`src/hdl/pbu_pkg.sv`:
```
// ----------------------------------------------------------------------------
// pbu_pkg
// Shared types and constants of the RGB pixel blend unit.
// ----------------------------------------------------------------------------
package pbu_pkg;

	localparam int unsigned CH_W      = 8;
	localparam int unsigned CFG_IDX_W = 8;
	localparam int unsigned CFG_DAT_W = 8;
	localparam int unsigned GAIN_W    = 4;

	// Opcodes of the op field
	typedef enum logic [3:0] {
		OP_MULTIPLY  = 4'd0,
		OP_SUBTRACT  = 4'd1,
		OP_SCREEN    = 4'd2,
		OP_OVERLAY   = 4'd3,
		OP_ADD_GREEN = 4'd4,
		OP_SCALE_RED = 4'd5,
		OP_EXTRACT_R = 4'd6,
		OP_EXTRACT_G = 4'd7,
		OP_EXTRACT_B = 4'd8
	} op_t;

	// Configuration register indexes
	localparam logic [CFG_IDX_W-1:0] REG_GREEN_OFFSET = 8'd0;
	localparam logic [CFG_IDX_W-1:0] REG_RED_GAIN     = 8'd1;

	localparam logic [CH_W-1:0]   GREEN_OFFSET_RST = 8'd200;
	localparam logic [GAIN_W-1:0] RED_GAIN_RST     = 4'd4;

	// Overlay picks the light branch when round(sum/3) >= 128, i.e. sum >= 383
	localparam logic [9:0] GREY_LIGHT_MIN = 10'd383;

	// Rounded-divide kinds handled by the per-channel datapath
	typedef enum logic [1:0] {
		BK_MULTIPLY = 2'd0,
		BK_SCREEN   = 2'd1,
		BK_OV_LIGHT = 2'd2,
		BK_OV_DARK  = 2'd3
	} blend_kind_t;

	// Load enables of the three pipeline stages
	typedef struct packed {
		logic s1;
		logic s2;
		logic s3;
	} adv_t;

endpackage

```
`src/hdl/pbu_chan.sv`:
```
// ----------------------------------------------------------------------------
// pbu_chan
// One color channel of the two-layer blends: products, numerator, and a
// rounded divide by 255 with clamping. Two register stages plus an output tail.
// ----------------------------------------------------------------------------
module pbu_chan (
	input  logic                      clk,
	input  pbu_pkg::adv_t             adv,
	input  pbu_pkg::blend_kind_t      kind,
	input  logic [pbu_pkg::CH_W-1:0]  a,
	input  logic [pbu_pkg::CH_W-1:0]  b,
	output logic [pbu_pkg::CH_W-1:0]  res
);
	import pbu_pkg::*;

	logic [15:0]        prod_s1;
	logic [15:0]        inv_s1;
	blend_kind_t        kind_s1;

	logic signed [19:0] num;
	logic signed [19:0] t;
	logic               neg_s2;
	logic [16:0]        u_s2;

	logic [8:0]         qe;
	logic [9:0]         rem;
	logic [9:0]         q;

	// Stage 1: a*b and (255-a)*(255-b)
	always_ff @(posedge clk) begin
		if (adv.s1) begin
			prod_s1 <= 16'(a) * 16'(b);
			inv_s1  <= 16'(8'd255 - a) * 16'(8'd255 - b);
			kind_s1 <= kind;
		end
	end

	// Numerator in units of 1/510, then +255 for half-up rounding
	always_comb begin
		case (kind_s1)
			BK_MULTIPLY: num = signed'({3'b000, prod_s1, 1'b0});
			BK_SCREEN:   num = signed'({3'b000, 16'(16'd65025 - inv_s1), 1'b0});
			BK_OV_LIGHT: num = 20'sd130050 - signed'({2'b00, inv_s1, 2'b00});
			BK_OV_DARK:  num = signed'({2'b00, prod_s1, 2'b00});
			default:     num = '0;
		endcase
		t = num + 20'sd255;
	end

	// Stage 2: sign and halved numerator
	always_ff @(posedge clk) begin
		if (adv.s2) begin
			neg_s2 <= t[19];
			u_s2   <= t[17:1];
		end
	end

	// floor(u/255): estimate u>>8, then fix with the remainder (at most +2)
	always_comb begin
		qe  = u_s2[16:8];
		rem = {2'b00, u_s2[7:0]} + {1'b0, qe};
		if (rem >= 10'd510)
			q = {1'b0, qe} + 10'd2;
		else if (rem >= 10'd255)
			q = {1'b0, qe} + 10'd1;
		else
			q = {1'b0, qe};
		if (neg_s2)
			res = '0;
		else if (q > 10'd255)
			res = 8'd255;
		else
			res = q[7:0];
	end

endmodule

```
`src/hdl/rgb_pixel_blend_unit.sv`:
```
// ----------------------------------------------------------------------------
// rgb_pixel_blend_unit
// Blends top and base RGB pixels by opcode, one pixel per clock if unstalled.
// ----------------------------------------------------------------------------
// Three-stage pipeline, one beat in and one beat out per clock when the
// output side keeps out_ready high; each beat passes the stage 1, 2 and 3
// registers. Stage 1 forms the 8x8 products of each channel (a*b and the
// inverted product), stage 2 builds the rounded numerator, stage 3 divides by
// 255 with a reciprocal estimate and small correction, clamps, and selects
// against the one-operand modes, which are settled in stage 1 and ride along.
// Backpressure stalls only stages that hold data, so bubbles are squeezed out
// and no beat is dropped or repeated. Configuration writes (green offset at
// index 0, red gain at index 1, other indexes ignored) are taken at any time
// with cfg_ready tied high; they should be made while the pipeline is empty.
// Unused opcodes produce a black pixel.
// ----------------------------------------------------------------------------
module rgb_pixel_blend_unit (
	input  logic                           clk,
	input  logic                           arst_n,

	input  logic                           cfg_valid,
	output logic                           cfg_ready,
	input  logic [pbu_pkg::CFG_IDX_W-1:0]  cfg_index,
	input  logic [pbu_pkg::CFG_DAT_W-1:0]  cfg_data,

	input  logic                           in_valid,
	output logic                           in_ready,
	input  logic [3:0]                     op,
	input  logic [pbu_pkg::CH_W-1:0]       top_red,
	input  logic [pbu_pkg::CH_W-1:0]       top_green,
	input  logic [pbu_pkg::CH_W-1:0]       top_blue,
	input  logic [pbu_pkg::CH_W-1:0]       base_red,
	input  logic [pbu_pkg::CH_W-1:0]       base_green,
	input  logic [pbu_pkg::CH_W-1:0]       base_blue,

	output logic                           out_valid,
	input  logic                           out_ready,
	output logic [pbu_pkg::CH_W-1:0]       out_red,
	output logic [pbu_pkg::CH_W-1:0]       out_green,
	output logic [pbu_pkg::CH_W-1:0]       out_blue
);
	import pbu_pkg::*;

	// configuration registers
	logic [CH_W-1:0]   green_offset_q;
	logic [GAIN_W-1:0] red_gain_q;

	adv_t              adv;
	logic              valid_s1, valid_s2, valid_s3;

	// decode
	op_t               op_in;
	blend_kind_t       kind;
	logic              use_blend;
	logic [9:0]        grey_sum;
	logic [8:0]        green_sum;
	logic [11:0]       red_scaled;
	logic [CH_W-1:0]   simp_r, simp_g, simp_b;

	logic              blend_s1, blend_s2;
	logic [CH_W-1:0]   simp_r_s1, simp_g_s1, simp_b_s1;
	logic [CH_W-1:0]   simp_r_s2, simp_g_s2, simp_b_s2;

	logic [CH_W-1:0]   res_r, res_g, res_b;

	assign cfg_ready = 1'b1;

	always_ff @(posedge clk or negedge arst_n) begin
		if (!arst_n) begin
			green_offset_q <= GREEN_OFFSET_RST;
			red_gain_q     <= RED_GAIN_RST;
		end else if (cfg_valid) begin
			if (cfg_index == REG_GREEN_OFFSET)
				green_offset_q <= cfg_data;
			if (cfg_index == REG_RED_GAIN)
				red_gain_q <= cfg_data[GAIN_W-1:0];
		end
	end

	// a stage loads when it is empty or its content moves on
	always_comb begin
		adv.s3 = !valid_s3 || out_ready;
		adv.s2 = !valid_s2 || adv.s3;
		adv.s1 = !valid_s1 || adv.s2;
	end

	assign in_ready  = adv.s1;
	assign out_valid = valid_s3;

	always_ff @(posedge clk or negedge arst_n) begin
		if (!arst_n) begin
			valid_s1 <= 1'b0;
			valid_s2 <= 1'b0;
			valid_s3 <= 1'b0;
		end else begin
			if (adv.s1)
				valid_s1 <= in_valid;
			if (adv.s2)
				valid_s2 <= valid_s1;
			if (adv.s3)
				valid_s3 <= valid_s2;
		end
	end

	// opcode decode and the one-operand modes
	always_comb begin
		op_in      = op_t'(op);
		grey_sum   = {2'b00, base_red} + {2'b00, base_green} + {2'b00, base_blue};
		green_sum  = {1'b0, base_green} + {1'b0, green_offset_q};
		red_scaled = 12'(red_gain_q) * 12'(base_red);
		kind       = BK_MULTIPLY;
		use_blend  = 1'b0;
		simp_r     = '0;
		simp_g     = '0;
		simp_b     = '0;
		case (op_in)
			OP_MULTIPLY: begin
				use_blend = 1'b1;
				kind      = BK_MULTIPLY;
			end
			OP_SCREEN: begin
				use_blend = 1'b1;
				kind      = BK_SCREEN;
			end
			OP_OVERLAY: begin
				use_blend = 1'b1;
				kind      = (grey_sum >= GREY_LIGHT_MIN) ? BK_OV_LIGHT : BK_OV_DARK;
			end
			OP_SUBTRACT: begin
				simp_r = (base_red   > top_red)   ? base_red   - top_red   : '0;
				simp_g = (base_green > top_green) ? base_green - top_green : '0;
				simp_b = (base_blue  > top_blue)  ? base_blue  - top_blue  : '0;
			end
			OP_ADD_GREEN: begin
				simp_r = base_red;
				simp_g = green_sum[8] ? 8'd255 : green_sum[7:0];
				simp_b = base_blue;
			end
			OP_SCALE_RED: begin
				simp_r = (|red_scaled[11:8]) ? 8'd255 : red_scaled[7:0];
				simp_g = base_green;
			end
			OP_EXTRACT_R: begin
				simp_r = base_red;
				simp_g = base_red;
				simp_b = base_red;
			end
			OP_EXTRACT_G: begin
				simp_r = base_green;
				simp_g = base_green;
				simp_b = base_green;
			end
			OP_EXTRACT_B: begin
				simp_r = base_blue;
				simp_g = base_blue;
				simp_b = base_blue;
			end
			default: begin
				use_blend = 1'b0;
			end
		endcase
	end

	// side path for the one-operand result, kept in step with the channels
	always_ff @(posedge clk) begin
		if (adv.s1) begin
			blend_s1  <= use_blend;
			simp_r_s1 <= simp_r;
			simp_g_s1 <= simp_g;
			simp_b_s1 <= simp_b;
		end
		if (adv.s2) begin
			blend_s2  <= blend_s1;
			simp_r_s2 <= simp_r_s1;
			simp_g_s2 <= simp_g_s1;
			simp_b_s2 <= simp_b_s1;
		end
	end

	pbu_chan u_chan_r (
		.clk  (clk),
		.adv  (adv),
		.kind (kind),
		.a    (top_red),
		.b    (base_red),
		.res  (res_r)
	);

	pbu_chan u_chan_g (
		.clk  (clk),
		.adv  (adv),
		.kind (kind),
		.a    (top_green),
		.b    (base_green),
		.res  (res_g)
	);

	pbu_chan u_chan_b (
		.clk  (clk),
		.adv  (adv),
		.kind (kind),
		.a    (top_blue),
		.b    (base_blue),
		.res  (res_b)
	);

	// stage 3: output register
	always_ff @(posedge clk) begin
		if (adv.s3) begin
			out_red   <= blend_s2 ? res_r : simp_r_s2;
			out_green <= blend_s2 ? res_g : simp_g_s2;
			out_blue  <= blend_s2 ? res_b : simp_b_s2;
		end
	end

endmodule

```
`config.mk`:
```
export PLATFORM = sky130hd
export DESIGN_NAME = rgb_pixel_blend_unit
export DESIGN_NICKNAME = d
export VERILOG_FILES = /design/src/hdl/pbu_pkg.sv /design/src/hdl/pbu_chan.sv /design/src/hdl/rgb_pixel_blend_unit.sv
export SDC_FILE = /design/constraint.sdc
export NUM_CORES = 1
export LEC_CHECK = 0
export ABC_AREA = 1
export BUFFER_PORTS_ARGS = -buffer_cell sky130_fd_sc_hd__buf_4
export CORE_UTILIZATION = 35
export DETAILED_ROUTE_END_ITERATION = 12
export GPL_ROUTABILITY_DRIVEN = 0
export PLACE_DENSITY_LB_ADDON = 0.1
export SLEW_MARGIN = 20
export SYNTH_ARGS = -nofsm -noshare
export SYNTH_HDL_FRONTEND = slang
export SYNTH_HIERARCHICAL = 1
export SYNTH_SLANG_ARGS = --single-unit
```
`constraint.sdc`:
```
create_clock -name clk -period 5.2 [get_ports clk]
set_clock_uncertainty 0.2 [all_clocks]
set_input_delay 0.52 -clock clk [delete_from_list [all_inputs] [get_ports clk]]
set_output_delay 0.52 -clock clk [all_outputs]
set_load 0.01 [all_outputs]
```
==> impl_metrics.toml <==
[outcome]
status = "finished clean"

[final_layout]
diodes = 0
final_core_util = 0.3946
fin_nets = 4876
nFillCells = 9504
final_common_cell = "nand2_1"
area_growth_pct = 11.01
drive_gt1_frac = 0.09613
mostFrequentLayoutCells = "nand2_1 (1,003), inv_1 (843), nor2_1 (349)"

[power]
p_sw_mw = 7.052
power.density_mw_per_mm2 = 430.7
internal_power_mw = 8.058
leakage_nw = 18.33
ir_drop_mv = 0.1584
clkPwrFrac = 0.169
pwr-share-seq = 0.257
pwr-share-comb = 0.574
switching_share = 0.4667

[detailed_routing]
vias = 25830
drt_iter0_drc = 1412
viasPerCell = 4.756
wl_per_cell_um = 16.21
drcViolationCount = 0
ant_nets = 0
wirelength_um = 88010
first_pass_iters = 6

[sta]
setup_viol = 0
hold_viol_final = 0
rsz0062_at_grt = "no"
max_freq_ghz = 0.2224
maxSlewHeadroom = 0.4142
min_period_ns = 4.495
slew_violations = 0
final.setup.tns_ns = 0
period_share = 0.8645
worstMarginPinSlew_ns = 0.8788

[critical_path]
critPathMaxFanout = 9
crit_type = "input port to flop"
end_kind = "flop"
critPathLaunchType = "input port"
arrival_ns = 4.59
cp.required_ns = 5.30

[cts]
clkLatencyLatePin_ns = 0.56
cts_buffers = 34
cts_setup_buffers = 0
cts-htree-levels = 2
clk_pin_slew_worst_paths_ns = 0.06
cts_root_buf = "clkbuf_16"
cts_sinks = 245
clockBufferDepth = 3
cts_tree = "done"

[run]
drv_cap = 0

[global_route]
gr-usage-met2 = 0.3193
busiest_layer = "met2"
grt.overflow.total = 0
antenna_found_initial = 4
grt_pass1_wl_um = 140100
grt_pass1_vias = 25530
grt_use_total = 0.1951
use_met3 = 0.02234
grt_max_degree = 67
grt_use_met1 = 0.2751

[floorplanning]
initial_utilization = 0.3555
chipHeight_um = 302.5
core-area_mm2 = 0.08892
core.rowCount = 109
num_io_pins = 100
die-area_mm2 = 0.09151
die_width_um = 302.5

[place]
port_buffers = 98
post-dp-hpwl_um = 71340

[hold_path]
hp-class = "input port to flop"

[logic_synthesis]
synth_area_per_cell_um2 = 7.648
synth_ff_type = "edfxtp_1"
ys_seq_area_frac = 0.2305
synthCells = 4133
synth_area_mm2 = 0.03161
synth_edf_count = 230
yosys_warnings = 6
ys_async_sr_fraction = 0.06122
ys_types = 61
ys_ff_latch = 245
synthesis.nets = 4769
cell type report:
class                           instances  area [µm²]  area share
Clock buffer                           37       883.3     0.02518
Multi-Input combinational cell       2930       20650      0.5885
Tap cell                             1165        1458     0.04154
Sequential cell                       245        7287      0.2077
Timing Repair Buffer                  157        1199     0.03416
Inverter                              872        3274     0.09332
Clock inverter                         24       337.8    0.009628
critical path: stages:
cell and delay [ns]:
buf_4 0.19, nand2_1 0.11, fa_1 0.45, fa_1 0.56
fa_1 0.44, fa_1 0.54, inv_1 0.04, ha_1 0.30
nand2_1 0.05, o21ai_0 0.32, a21oi_1 0.17, o21ai_0 0.30
a21boi_0 0.20, o21bai_1 0.20, a21oi_1 0.08, nand2_1 0.06
nand2_1 0.04
repair_timing:
action,CTS,global route
gates resized for setup,0,0
hold buffers,3,0
endpoints found under the hold margin,17,0
cells by family after synthesis:
family,synth area share
AND/OR/NAND/NOR,0.2563
buffers and inverters,0.1164
adder cells (fa/ha/maj),0.2815
AO/OA/AOI/OAI,0.06163
flip-flops,0.2305
XOR/XNOR,0.04350
multiplexers,0.009975
other,0.0001186
synth_stat cells (25+ instances only):
cell	n	area (µm²)
xor2_1	115	1007
edfxtp_1	230	6907
a21oi_1	143	715.7
nand3_1	268	1341
ha_1	316	3954
nand2_1	1004	3769
inv_1	844	3168
fa_1	247	4945
clkbuf_1	60	225.2
nor3_1	25	125.1
nor2_2	25	156.4
nand4_1	51	319.1
o21ai_0	99	495.5
mux2_2	28	315.3
inv_2	27	101.4
xnor2_1	42	367.9
nor2_1	349	1310
routing by layer:
metal / wire [µm] / vias up
li1: - / 13180
met1: 42870 / 12120
met2: 39970 / 436
met3: 3339 / 90
met4: 1784 / 6
met5: 39 / -
stage by stage:
stage	area [µm²]	instances	power [mW]	hold slack [ns]	setup slack (ns)
final	35090	5430	15.11	0.04094	0.7046
after global routing	35090	5430	16.72	0.02572	0.3328
after CTS	35090	5430	15.33	0.01811	0.7320
after detailed placement	33840	5366	12.66	0.2045	0.1311
after global placement	33840	5366	12.67	0.2015	0.1408
after floorplan	31610	4133	10.32	0.02441	0.07745
power by group through the flow:
stage	sequential [mW]	clock (mW)	combinational, mW
2_1_floorplan	3.60	0	6.72
3_3_place_gp	3.94	0	8.73
3_5_place_dp	3.93	0	8.73
4_1_cts	3.90	2.64	8.79
5_1_grt	3.98	2.72	10.0
6_report	3.88	2.56	8.67
registers in the layout, indices dropped and copies added, names as in the netlist, 16 cells and up:
| register | cells |
|---|---|
| u_chan_g/inv_s1 | 16 |
| u_chan_b/inv_s1 | 16 |
| u_chan_r/prod_s1 | 16 |
| u_chan_b/u_s2 | 17 |
| u_chan_r/u_s2 | 17 |
| u_chan_r/inv_s1 | 16 |
| u_chan_b/prod_s1 | 16 |
| u_chan_g/prod_s1 | 16 |
| u_chan_g/u_s2 | 17 |
worst paths after layout:
check,cells after the start,from,to,slack [ns]
worst max-delay path,17,base_green[4],u_chan_g/prod_s1[15],0.70
worst min-delay path,2,cfg_data[7],green_offset_q[7],0.04
worst max register to register,17,red_gain_q[1],simp_r_s1[0],1.37
worst min register to register,0,simp_g_s1[4],simp_g_s2[4],0.22
max in group asynchronous,2,arst_n,green_offset_q[6],4.32
min in group asynchronous,2,arst_n,green_offset_q[4],0.21
No activity file was read; power rests on OpenSTA's default activity.
